==> src/rtl/hsvg_pkg.sv <==
// Shared types and constants for the HSV-to-RGB converter with gamma lookup.
// No dependencies; imported by hsvg_term and hsv_to_rgb_gamma.
package hsvg_pkg;

    localparam int unsigned HUE_W    = 9;
    localparam int unsigned PCT_W    = 7;
    localparam int unsigned BYTE_W   = 8;
    localparam int unsigned FRAC_W   = 6;   // hue remainder within a sector, 0..59
    localparam int unsigned SUB_W    = 13;  // sat * remainder, up to 6000
    localparam int unsigned TDATA_W  = 24;

    localparam logic [PCT_W-1:0]  PCT_FULL   = 7'd100;
    localparam logic [FRAC_W-1:0] SECTOR_DEG = 6'd60;
    localparam logic [SUB_W-1:0]  TERM_DEN   = 13'd6000;

    // Constant division by reciprocal multiply. Each reciprocal is rounded up
    // and the excess stays below one unit over the whole operand range.
    localparam logic [15:0] DIV100_RECIP  = 16'd41944;   // x/100, x <= 25500
    localparam int unsigned DIV100_SHIFT  = 22;
    localparam logic [10:0] DIV60_RECIP   = 11'd1093;    // x/60, x <= 511
    localparam int unsigned DIV60_SHIFT   = 16;
    localparam logic [19:0] DIV6000_RECIP = 20'd715828;  // x/6000, x <= 1530000
    localparam int unsigned DIV6000_SHIFT = 32;

    // Hue sector; hues of 360 and above fall into the last sector.
    typedef enum logic [2:0] {
        SECTOR_0 = 3'd0,
        SECTOR_1 = 3'd1,
        SECTOR_2 = 3'd2,
        SECTOR_3 = 3'd3,
        SECTOR_4 = 3'd4,
        SECTOR_5 = 3'd5
    } sector_t;

    // Stage enables for the scaled-term units; both instances take the same enables.
    typedef struct packed {
        logic mul_en;
        logic div_en;
    } term_ctrl_t;

    localparam logic [BYTE_W-1:0] GAMMA_ROM [256] = '{
        8'd0,   8'd1,   8'd1,   8'd1,   8'd1,   8'd1,   8'd1,   8'd1,
        8'd2,   8'd2,   8'd2,   8'd2,   8'd2,   8'd2,   8'd2,   8'd2,
        8'd2,   8'd2,   8'd2,   8'd2,   8'd2,   8'd2,   8'd2,   8'd2,
        8'd2,   8'd2,   8'd2,   8'd2,   8'd2,   8'd2,   8'd2,   8'd2,
        8'd2,   8'd2,   8'd2,   8'd2,   8'd2,   8'd2,   8'd2,   8'd2,
        8'd3,   8'd3,   8'd3,   8'd3,   8'd3,   8'd3,   8'd3,   8'd3,
        8'd3,   8'd3,   8'd3,   8'd3,   8'd3,   8'd3,   8'd3,   8'd3,
        8'd4,   8'd4,   8'd4,   8'd4,   8'd4,   8'd5,   8'd5,   8'd5,
        8'd5,   8'd6,   8'd6,   8'd6,   8'd6,   8'd7,   8'd7,   8'd7,
        8'd7,   8'd8,   8'd8,   8'd8,   8'd9,   8'd9,   8'd9,   8'd10,
        8'd10,  8'd10,  8'd11,  8'd11,  8'd11,  8'd12,  8'd12,  8'd13,
        8'd13,  8'd13,  8'd14,  8'd14,  8'd15,  8'd15,  8'd16,  8'd16,
        8'd17,  8'd17,  8'd18,  8'd18,  8'd19,  8'd19,  8'd20,  8'd20,
        8'd21,  8'd21,  8'd22,  8'd22,  8'd23,  8'd24,  8'd24,  8'd25,
        8'd25,  8'd26,  8'd27,  8'd27,  8'd28,  8'd29,  8'd29,  8'd30,
        8'd31,  8'd32,  8'd32,  8'd33,  8'd34,  8'd35,  8'd35,  8'd36,
        8'd37,  8'd38,  8'd39,  8'd39,  8'd40,  8'd41,  8'd42,  8'd43,
        8'd44,  8'd45,  8'd46,  8'd47,  8'd48,  8'd49,  8'd50,  8'd50,
        8'd51,  8'd52,  8'd54,  8'd55,  8'd56,  8'd57,  8'd58,  8'd59,
        8'd60,  8'd61,  8'd62,  8'd63,  8'd64,  8'd66,  8'd67,  8'd68,
        8'd69,  8'd70,  8'd72,  8'd73,  8'd74,  8'd75,  8'd77,  8'd78,
        8'd79,  8'd81,  8'd82,  8'd83,  8'd85,  8'd86,  8'd87,  8'd89,
        8'd90,  8'd92,  8'd93,  8'd95,  8'd96,  8'd98,  8'd99,  8'd101,
        8'd102, 8'd104, 8'd105, 8'd107, 8'd109, 8'd110, 8'd112, 8'd114,
        8'd115, 8'd117, 8'd119, 8'd120, 8'd122, 8'd124, 8'd126, 8'd127,
        8'd129, 8'd131, 8'd133, 8'd135, 8'd137, 8'd138, 8'd140, 8'd142,
        8'd144, 8'd146, 8'd148, 8'd150, 8'd152, 8'd154, 8'd156, 8'd158,
        8'd160, 8'd162, 8'd164, 8'd167, 8'd169, 8'd171, 8'd173, 8'd175,
        8'd177, 8'd180, 8'd182, 8'd184, 8'd186, 8'd189, 8'd191, 8'd193,
        8'd196, 8'd198, 8'd200, 8'd203, 8'd205, 8'd208, 8'd210, 8'd213,
        8'd215, 8'd218, 8'd220, 8'd223, 8'd225, 8'd228, 8'd231, 8'd233,
        8'd236, 8'd239, 8'd241, 8'd244, 8'd247, 8'd249, 8'd252, 8'd255
    };

endpackage

==> src/rtl/hsvg_term.sv <==
// Two-stage scaled term: floor(val * (6000 - sub) / 6000).
// Depends on hsvg_pkg for widths, the reciprocal and the stage-enable struct.
module hsvg_term (
    input  logic                             clk,
    input  hsvg_pkg::term_ctrl_t             ctrl,
    input  logic [hsvg_pkg::BYTE_W-1:0]      val,
    input  logic [hsvg_pkg::SUB_W-1:0]       sub,
    output logic [hsvg_pkg::BYTE_W-1:0]      term
);
    import hsvg_pkg::*;

    logic [20:0]       prod_reg;
    logic [20:0]       prod_next;
    logic [40:0]       quo_full;
    logic [BYTE_W-1:0] term_reg;
    logic [BYTE_W-1:0] term_next;

    // multiply stage: 8 x 13 bits
    assign prod_next = 21'(val) * 21'(TERM_DEN - sub);

    // divide stage: reciprocal multiply, 21 x 20 bits
    assign quo_full  = 41'(prod_reg) * 41'(DIV6000_RECIP);
    assign term_next = quo_full[DIV6000_SHIFT +: BYTE_W];

    always_ff @(posedge clk)
    begin
        if (ctrl.mul_en)
        begin
            prod_reg <= prod_next;
        end
        if (ctrl.div_en)
        begin
            term_reg <= term_next;
        end
    end

    assign term = term_reg;

endmodule

==> src/rtl/hsv_to_rgb_gamma.sv <==
// Top level of the HSV-to-RGB converter with gamma-corrected brightness.
// Depends on hsvg_pkg and hsvg_term.
//
// Converts one hue / white / brightness beat into one RGB pixel beat. Brightness
// (clamped to 100) is scaled to a byte, bval = bright*255/100, and mapped through
// a 256-entry gamma table to give val. Saturation is 100 minus white (white
// clamped to 100). The hue picks a 60-degree sector and a remainder f; each
// channel is then val, floor(val*white/100), floor(val*(6000-sat*f)/6000) or
// floor(val*(6000-sat*(60-f))/6000), routed by sector. Hues of 360 and above
// use the last sector's routing. All divisions are exact integer truncation done
// by reciprocal multiplies. The datapath is a five-stage pipeline: input decode,
// gamma lookup and sat products, term multiplies, reciprocal divides, channel
// routing into the output register. It takes one beat per clock while the output
// is not stalled; m_tvalid is the valid bit of the output stage. Each stage
// carries a valid bit and holds under backpressure, so bubbles are squeezed out
// and a stalled output does not stop the input while earlier stages have room.
module hsv_to_rgb_gamma (
    input  logic                              clk,
    input  logic                              rst_n,
    input  logic                              s_tvalid,
    output logic                              s_tready,
    // [8:0] hue_degrees, [15:9] white_percent, [22:16] bright_percent, [23] zero
    input  logic [hsvg_pkg::TDATA_W-1:0]      s_tdata,
    output logic                              m_tvalid,
    input  logic                              m_tready,
    // [7:0] red, [15:8] green, [23:16] blue
    output logic [hsvg_pkg::TDATA_W-1:0]      m_tdata
);
    import hsvg_pkg::*;

    localparam int unsigned STAGES = 5;

    // stage handshake
    logic [STAGES-1:0] vld_reg;
    logic [STAGES-1:0] vld_next;
    logic [STAGES-1:0] rdy;

    // input fields
    logic [HUE_W-1:0] hue_in;
    logic [PCT_W-1:0] white_in;
    logic [PCT_W-1:0] bright_in;

    // stage 1: decode
    logic [PCT_W-1:0]  white_c;
    logic [PCT_W-1:0]  bright_c;
    logic [14:0]       bright_x255;
    logic [30:0]       bval_prod;
    logic [19:0]       hue_prod;
    logic [3:0]        sector_raw;
    logic [9:0]        sector_base;
    sector_t           s1_sector_next;
    logic [FRAC_W-1:0] s1_f_next;
    logic [PCT_W-1:0]  s1_sat_next;
    logic [BYTE_W-1:0] s1_bval_next;
    sector_t           s1_sector_reg;
    logic [FRAC_W-1:0] s1_f_reg;
    logic [PCT_W-1:0]  s1_sat_reg;
    logic [PCT_W-1:0]  s1_white_reg;
    logic [BYTE_W-1:0] s1_bval_reg;

    // stage 2: gamma lookup and saturation products
    logic [BYTE_W-1:0] s2_val_next;
    logic [SUB_W-1:0]  s2_fall_sub_next;
    logic [SUB_W-1:0]  s2_rise_sub_next;
    sector_t           s2_sector_reg;
    logic [PCT_W-1:0]  s2_white_reg;
    logic [BYTE_W-1:0] s2_val_reg;
    logic [SUB_W-1:0]  s2_fall_sub_reg;
    logic [SUB_W-1:0]  s2_rise_sub_reg;

    // stage 3: multiplies
    logic [14:0]       s3_flat_prod_next;
    logic [14:0]       s3_flat_prod_reg;
    sector_t           s3_sector_reg;
    logic [BYTE_W-1:0] s3_val_reg;

    // stage 4: divides
    logic [30:0]       flat_quo;
    logic [BYTE_W-1:0] s4_flat_next;
    logic [BYTE_W-1:0] s4_flat_reg;
    sector_t           s4_sector_reg;
    logic [BYTE_W-1:0] s4_val_reg;
    logic [BYTE_W-1:0] falling;
    logic [BYTE_W-1:0] rising;
    term_ctrl_t        term_ctrl;

    // stage 5: output
    logic [BYTE_W-1:0] red_next;
    logic [BYTE_W-1:0] green_next;
    logic [BYTE_W-1:0] blue_next;
    logic [BYTE_W-1:0] red_reg;
    logic [BYTE_W-1:0] green_reg;
    logic [BYTE_W-1:0] blue_reg;

    // ---------------------------------------------------------------- control
    // A stage takes a new beat when empty or when the next stage moves.
    always_comb
    begin
        rdy[STAGES-1] = !vld_reg[STAGES-1] || m_tready;
        for (int i = STAGES - 2; i >= 0; i--)
        begin
            rdy[i] = !vld_reg[i] || rdy[i+1];
        end
        vld_next = vld_reg;
        if (rdy[0])
        begin
            vld_next[0] = s_tvalid;
        end
        for (int i = 1; i < STAGES; i++)
        begin
            if (rdy[i])
            begin
                vld_next[i] = vld_reg[i-1];
            end
        end
    end

    always_ff @(posedge clk or negedge rst_n)
    begin
        if (!rst_n)
        begin
            vld_reg <= '0;
        end
        else
        begin
            vld_reg <= vld_next;
        end
    end

    assign s_tready = rdy[0];
    assign m_tvalid = vld_reg[STAGES-1];

    // ---------------------------------------------------------------- stage 1
    assign hue_in    = s_tdata[8:0];
    assign white_in  = s_tdata[15:9];
    assign bright_in = s_tdata[22:16];

    always_comb
    begin
        white_c  = (white_in > PCT_FULL) ? PCT_FULL : white_in;
        bright_c = (bright_in > PCT_FULL) ? PCT_FULL : bright_in;
        s1_sat_next = PCT_FULL - white_c;

        // bright*255 = bright*256 - bright, then /100
        bright_x255  = {bright_c, 8'd0} - 15'(bright_c);
        bval_prod    = 31'(bright_x255) * 31'(DIV100_RECIP);
        s1_bval_next = bval_prod[DIV100_SHIFT +: BYTE_W];

        // hue / 60 and hue mod 60
        hue_prod    = 20'(hue_in) * 20'(DIV60_RECIP);
        sector_raw  = hue_prod[DIV60_SHIFT +: 4];
        sector_base = 10'(sector_raw) * 10'(SECTOR_DEG);
        s1_f_next   = FRAC_W'(10'(hue_in) - sector_base);
        if (sector_raw > 4'(SECTOR_5))
        begin
            s1_sector_next = SECTOR_5;
        end
        else
        begin
            s1_sector_next = sector_t'(sector_raw[2:0]);
        end
    end

    always_ff @(posedge clk)
    begin
        if (rdy[0])
        begin
            s1_sector_reg <= s1_sector_next;
            s1_f_reg      <= s1_f_next;
            s1_sat_reg    <= s1_sat_next;
            s1_white_reg  <= white_c;
            s1_bval_reg   <= s1_bval_next;
        end
    end

    // ---------------------------------------------------------------- stage 2
    assign s2_val_next      = GAMMA_ROM[s1_bval_reg];
    assign s2_fall_sub_next = SUB_W'(s1_sat_reg) * SUB_W'(s1_f_reg);
    assign s2_rise_sub_next = SUB_W'(s1_sat_reg) * SUB_W'(SECTOR_DEG - s1_f_reg);

    always_ff @(posedge clk)
    begin
        if (rdy[1])
        begin
            s2_sector_reg   <= s1_sector_reg;
            s2_white_reg    <= s1_white_reg;
            s2_val_reg      <= s2_val_next;
            s2_fall_sub_reg <= s2_fall_sub_next;
            s2_rise_sub_reg <= s2_rise_sub_next;
        end
    end

    // ---------------------------------------------------------- stages 3 and 4
    assign term_ctrl.mul_en = rdy[2];
    assign term_ctrl.div_en = rdy[3];

    hsvg_term u_falling (
        .clk  (clk),
        .ctrl (term_ctrl),
        .val  (s2_val_reg),
        .sub  (s2_fall_sub_reg),
        .term (falling)
    );

    hsvg_term u_rising (
        .clk  (clk),
        .ctrl (term_ctrl),
        .val  (s2_val_reg),
        .sub  (s2_rise_sub_reg),
        .term (rising)
    );

    // flat term: val*(100-sat)/100 = val*white/100
    assign s3_flat_prod_next = 15'(s2_val_reg) * 15'(s2_white_reg);

    always_ff @(posedge clk)
    begin
        if (rdy[2])
        begin
            s3_flat_prod_reg <= s3_flat_prod_next;
            s3_sector_reg    <= s2_sector_reg;
            s3_val_reg       <= s2_val_reg;
        end
    end

    assign flat_quo     = 31'(s3_flat_prod_reg) * 31'(DIV100_RECIP);
    assign s4_flat_next = flat_quo[DIV100_SHIFT +: BYTE_W];

    always_ff @(posedge clk)
    begin
        if (rdy[3])
        begin
            s4_flat_reg   <= s4_flat_next;
            s4_sector_reg <= s3_sector_reg;
            s4_val_reg    <= s3_val_reg;
        end
    end

    // ---------------------------------------------------------------- stage 5
    always_comb
    begin
        case (s4_sector_reg)
            SECTOR_0:
            begin
                red_next   = s4_val_reg;
                green_next = rising;
                blue_next  = s4_flat_reg;
            end
            SECTOR_1:
            begin
                red_next   = falling;
                green_next = s4_val_reg;
                blue_next  = s4_flat_reg;
            end
            SECTOR_2:
            begin
                red_next   = s4_flat_reg;
                green_next = s4_val_reg;
                blue_next  = rising;
            end
            SECTOR_3:
            begin
                red_next   = s4_flat_reg;
                green_next = falling;
                blue_next  = s4_val_reg;
            end
            SECTOR_4:
            begin
                red_next   = rising;
                green_next = s4_flat_reg;
                blue_next  = s4_val_reg;
            end
            default:
            begin
                red_next   = s4_val_reg;
                green_next = s4_flat_reg;
                blue_next  = falling;
            end
        endcase
    end

    always_ff @(posedge clk)
    begin
        if (rdy[4])
        begin
            red_reg   <= red_next;
            green_reg <= green_next;
            blue_reg  <= blue_next;
        end
    end

    assign m_tdata = {blue_reg, green_reg, red_reg};

endmodule
==> config.mk <==
export PLATFORM = sky130hd
export DESIGN_NAME = hsv_to_rgb_gamma
export DESIGN_NICKNAME = d
export VERILOG_FILES = /design/src/rtl/hsvg_pkg.sv /design/src/rtl/hsvg_term.sv /design/src/rtl/hsv_to_rgb_gamma.sv
export SDC_FILE = /design/constraint.sdc
export NUM_CORES = 2
export LEC_CHECK = 0
export BUFFER_PORTS_ARGS = -buffer_cell sky130_fd_sc_hd__buf_2
export CAP_MARGIN = 10
export CORE_MARGIN = 2
export CORE_UTILIZATION = 30
export CTS_CLUSTER_DIAMETER = 80
export CTS_CLUSTER_SIZE = 14
export DETAILED_ROUTE_END_ITERATION = 16
export SYNTH_ARGS = -nofsm -noshare
export SYNTH_HDL_FRONTEND = slang
export SYNTH_HIERARCHICAL = 1
export SYNTH_SLANG_ARGS = --single-unit
==> constraint.sdc <==
create_clock -name clk -period 7.3 [get_ports clk]
set_clock_uncertainty 0.2 [all_clocks]
set_input_delay 1.46 -clock clk [delete_from_list [all_inputs] [get_ports clk]]
set_output_delay 1.46 -clock clk [all_outputs]
set_load 0.05 [all_outputs]
# Word level (Yosys, flattened, before mapping)

Memories as Yosys holds them, arrays and structs flattened. A register that Yosys moved wholly into a read port is not among the register bits.
Index checks and enable logic that the tools add are counted.

Add/subtract/negate cells: 6
$mul: 11
$lt $le $gt $ge: 3
Eq/ne operators: 4
Mux-type cells: 5
Bitwise gates (word level): 1
Reductions and logical operators: 15

Operators with widths:

| cell                                                                  | count |
|---|---|
| 21-bit by 18-bit multiplier with 38-bit output, second input constant | 2 |
| 8-bit case mux with 3 select lines                                    | 3 |
| 15-bit by 13-bit multiplier with 27-bit output, second input constant | 2 |
| 8-bit by 21-bit multiplier with 21-bit output                         | 2 |
| 13-bit by 13-bit subtractor with 14-bit output, first input constant  | 2 |
| 9-bit by 11-bit multiplier with 20-bit output, second input constant  | 1 |
| 8-bit by 7-bit multiplier with 15-bit output                          | 1 |
| 15-bit by 7-bit subtractor with 15-bit output                         | 1 |
| 7-bit > comparator, second input constant                             | 2 |
| 7-bit two-way mux                                                     | 2 |
| 7-bit by 6-bit multiplier with 13-bit output                          | 1 |
| 8-bit by 7-bit multiplier with 13-bit output                          | 1 |
| 8-bit inverter with 9-bit output                                      | 1 |
| 2-bit OR reduction                                                    | 4 |
| 6-bit by 6-bit subtractor with 7-bit output, first input constant     | 1 |
| 7-bit subtractor, first input constant                                | 1 |
| 3-bit by 2-bit equality test with 1-bit output, second input constant | 2 |
| 6-bit subtractor                                                      | 1 |
| 1-bit logical NOT                                                     | 5 |
| 1-bit logical OR                                                      | 5 |
| 4-bit by 3-bit > comparator with 1-bit output, second input constant  | 1 |
| 4-bit by 1-bit multiplier with 4-bit output, second input constant    | 1 |
| 3-bit by 1-bit equality test with 1-bit output, second input constant | 1 |
| 3-bit equality test, second input constant                            | 1 |
| 3-bit logical NOT                                                     | 1 |

Register bits: 199
ROM bits: 2048
Bits of input ports: 28
Output and inout bits: 26
Logic and storage cells: 73
Memories kept: 1

Memory list:

| memory           | words | width | read ports | clocked after memory_dff | write ports | line                    | RTL |
|---|---|---|---|---|---|---|---|
| (name not given) | 256   | 8     | 1          | 1                        | 0           | hsv_to_rgb_gamma.sv:177 | `assign s2_val_next = GAMMA_ROM[s1_bval_reg];` |

# Longest topological paths before layout

Word-level depth: 6
Depth in mapped cells: 30
Gate-level depth less buffers: 29

# By module

Netlist, hierarchy kept.

By module, submodules not included:

| module                | instances | cells each | area each (µm²) | seq. area each (µm²) |
|---|---|---|---|---|
| hsv_to_rgb_gamma      | 1         | 1981       | 19834.0         | 4389.2 |
| hsvg_term (u_falling) | 1         | 1119       | 11040.6         | 870.8 |
| hsvg_term (u_rising)  | 1         | 1111       | 10963.0         | 870.8 |

# Worst setup path after synthesis

No wires, ideal clock.

Path kind: input -> register
Start: input port s_tdata[16] (netlist name)
End: register s1_bval_reg[6], data pin
Setup time: 0.258 ns
Data arrival time: 7.559 ns
Required time: 6.842 ns
Slack: -0.717 ns
Cell stages on the path: 28
Path buffers: 1
Path through: clkbuf_1 -> o21ai_0 -> a21oi_1 -> nand2b_1 -> ha_1 -> nor2b_1 -> nand2_1 -> a21oi_1 -> nor2_1 -> o21ai_1 -> inv_1 -> ha_1 -> inv_1 -> fa_1 -> inv_1 -> fa_1 -> inv_1 -> fa_1 -> fa_1 -> inv_1 -> ha_1 -> o211ai_1 -> a2111oi_0 -> o211ai_1 -> a311oi_2 -> a21o_1 -> a21oi_1 -> xnor2_1

Cells in the longest elaborated chain, start to end: 4

RTL lines:

| item                                               | line                    | RTL |
|---|---|---|
| start, declared                                    | hsv_to_rgb_gamma.sv:23  | `input logic [hsvg_pkg::TDATA_W-1:0] s_tdata,` |
| 7-bit > comparator                                 | hsv_to_rgb_gamma.sv:141 | `bright_c = (bright_in > PCT_FULL) ? PCT_FULL : bright_in;` |
| 7-bit two-way mux (*)                              | hsv_to_rgb_gamma.sv:141 |  |
| 15-bit by 7-bit subtractor with 15-bit output (*)  | hsv_to_rgb_gamma.sv:145 | `bright_x255 = {bright_c, 8'd0} - 15'(bright_c);` |
| 15-bit by 13-bit multiplier with 27-bit output (*) | hsv_to_rgb_gamma.sv:146 | `bval_prod = 31'(bright_x255) * 31'(DIV100_RECIP);` |
| via bval_prod[28]                                  | hsv_to_rgb_gamma.sv:47  | `logic [30:0] bval_prod;` |
| end signal, assigned                               | hsv_to_rgb_gamma.sv:172 | `s1_bval_reg <= s1_bval_next;` |
| end, declared                                      | hsv_to_rgb_gamma.sv:59  | `logic [BYTE_W-1:0] s1_bval_reg;` |

Mark *: on every way through the listed nets, which the timed path passes. The rest lies on a longest branch.
A chain may end at the register's enable or synchronous reset.

# Worst setup path after layout

Start: input port s_tdata[18] (netlist name)
End: register s1_bval_reg[6], data pin

Same word-level chain as after synthesis.

==> reports/summary.txt <==
Area grow syn2layout: 9.74%
RSZ-0062 raised after global routing: true
Min-delay src: s3_val_reg[3]
Vias: 27778
Initial antenna violation count: 4
Post-synth top flop: edfxtp_1
Max-cap viol count: 0
Synth Cell Area: 41800 um2
Max-slew headroom: 21.8%
Setup crit start kind: primary input
Post-synthesis cell count: 4211
Worst Path Required: 7.40 ns
Dominant cell type by area after synthesis: fa_1
Worst-path clk slew: 0.06 ns
Min-Delay Path Depth: 0
Initial core utilization: 30.1%
Syn nets: 5627
Synth area leaders: fa_1 (32%), ha_1 (22%), edfxtp_1 (14%)
Most frequent cell after synthesis: inv_1
Overflow after GRT: 0
Root buffer cell: clkbuf_16
CP arrival: 7.20 ns
Synth top area share: 31.6%
WL per Instance: 14.4 um
Global placer's final weighted congestion: 0.890
Post-synthesis register bit count: 205
Die extent in x: 377 um
Final Util: 33.0%
Ys async rst share: 2.44%
Fin. max-slew vios: 0
CP startpoint: s_tdata[18]
Core area: 139000 um2
Reg2Reg Depth: 24
TritonCTS clock tree: built
GRT met3 Usage: 0.669%
Top post-synthesis cells by count: inv_1 (1113), ha_1 (728), fa_1 (660)
Die area: 142000 um2
Final cycle utilization of the critical path: 97.1%
Critical R2R Launch: s2_fall_sub_reg[0]
Layout cell share with drive strength beyond 1: 6.52%
Crit path time final: 7.09 ns
Vias in the first global route: 29765
Setup_tns: 0 ns
Reg-to-reg endpoint: u_rising/prod_reg[20]
Register area: 6130 um2
# setup viols final: 0
# H-tree levels: 1
Row count: 137
Largest net degree at the start of global routing: 70
Met1 Use GR: 17.7%
Area after DPL: 45100 um2
Post-route DRC: 0
Starting DRT DRC Count: 1303
Multi-input logic area: 31400 um2
CP endpoint kind: register
Post-synth EDFFs: 200
Post-route insts no fill: 6216
Final cell area excluding filler cells: 45900 um2
# port buffers: 52
Synth cell types: 88
Fillers: 14247
R2r setup slk: 0.75 ns
Clock latency on the worst-skew pair: 0.56 ns
Final net count: 5738
Avg Inst Size Synth: 9.94 um2
GRT Overall Usage: 13.0%
Crit Path Class: in2reg
Final ANT Viol Nets: 0
Total CTS buffers: 23
Sequential share of the synthesized area: 14.7%
Total Wirelength: 89.7 mm
Worst Max-Slew Pin Slew: 1.17 ns
HP Class: reg2reg
First-pass GRT wire length: 152 mm
First-pass iteration count of the detailed router: 5
Clock buffer depth: 3
Met2 Use GR: 22.9%
Status: completed
Die H: 377 um
Vias per cell: 4.47
Placed Cells: 6172
Hold EP: s4_val_reg[3]
Crit-path max FO: 3
DP HPWL: 76.2 mm
Hold Vio Cnt, Final: 0
Top Ports: 54
Gr busiest metal: met2
Sink Count: 205
Max Freq: 141 MHz
Synth warnings: 6
[placed cells by master (no fill, tap or decap), drive strengths merged, types with 6 or more instances in the layout]
master,synthesis,layout
inv,1116,1120
o21ai,96,96
or3,8,8
mux2i,27,27
and3,16,16
edfxtp,200,200
nand2,212,212
or2,9,9
o211ai,20,20
nor2b,76,76
a21oi,120,120
o22ai,19,19
buf,19,163
o21bai,6,6
and2,197,197
nand3,37,37
ha,728,728
nor3,31,31
nand2b,42,42
o21a,22,22
a211oi,24,24
a31oi,13,13
o41ai,7,7
a21o,29,29
nor2,110,110
fa,660,660
mux2,21,21
o311ai,8,8
xnor2,109,109
nor4,12,12
nand4,8,8
xor2,47,47
nand3b,8,8
clkbuf,58,31
o31ai,7,7
clkinv,0,6
[cell type report]
type / count / share of cell area [%]
Antenna cell: 1 / 0.00545
Clock inverter: 11 / 0.311
Tap cell: 1876 / 5.11
Multi-Input combinational cell: 2813 / 68.4
Sequential cell: 205 / 13.4
Timing Repair Buffer: 163 / 2.38
Inverter: 1116 / 9.12
Clock buffer: 31 / 1.32
[worst max-delay path by stage]
stage | end | slack (ns) | cells after the start
2_1_floorplan | s1_bval_reg[6] | -0.07 | 25
3_3_place_gp | s1_bval_reg[6] | -0.39 | 28
3_5_place_dp | s1_bval_reg[6] | -0.49 | 28
4_1_cts | s1_bval_reg[6] | 0.09 | 28
5_1_grt | s1_bval_reg[6] | -0.07 | 31
6_report | s1_bval_reg[6] | 0.21 | 26
[metal layers]
| metal | vias to the layer above | routed length, um |
|---|---|---|
| met1 | 13789 | 42400 |
| met2 | 353 | 43600 |
| li1 | 13564 | - |
| met3 | 72 | 2210 |
| met4 | 0 | 1470 |
| met5 | - | 0 |
[critical path: stages]
cell	delay, ns
buf_2	0.11
or3_4	0.40
nor4_4	0.31
and2b_2	0.20
inv_2	0.04
and3_4	0.15
xnor2_2	0.13
or2_4	0.28
fa_1	0.54
inv_1	0.04
ha_1	0.27
inv_1	0.06
fa_1	0.47
inv_1	0.05
fa_1	0.48
inv_1	0.05
fa_1	0.51
inv_2	0.04
ha_4	0.26
nand2_2	0.05
a2111oi_2	0.28
o211ai_1	0.24
a311oi_2	0.38
a21o_1	0.21
a21oi_2	0.06
xnor2_1	0.12
[metrics by stage]
step,worst slack [ns],hold WS [ns]
finish,0.208,0.219
global route,-0.0715,0.229
CTS,0.0912,0.221
detailed placement,-0.486,0.205
global placement,-0.392,0.202
floorplan,-0.0667,0.200
[cells by family after synthesis]
kind of cell / after synthesis / synth area share [%]
simple gates: 782 / 9.69
flops: 205 / 14.7
mux: 52 / 1.43
compound gates: 433 / 6.82
fa+ha+maj: 1390 / 53.4
buf+inv: 1193 / 10.7
xor+xnor: 156 / 3.27
[timing repair]
item / 4_1_cts / 5_1_grt
endpoints found under the setup margin: 0 / 6
resized for setup: 0 / 5
buffers inserted: 0 / 1
hold buffers: 0 / 0
Power is not shown: default switching activity piles up to over one toggle a cycle in this logic, so the estimate is an artifact.
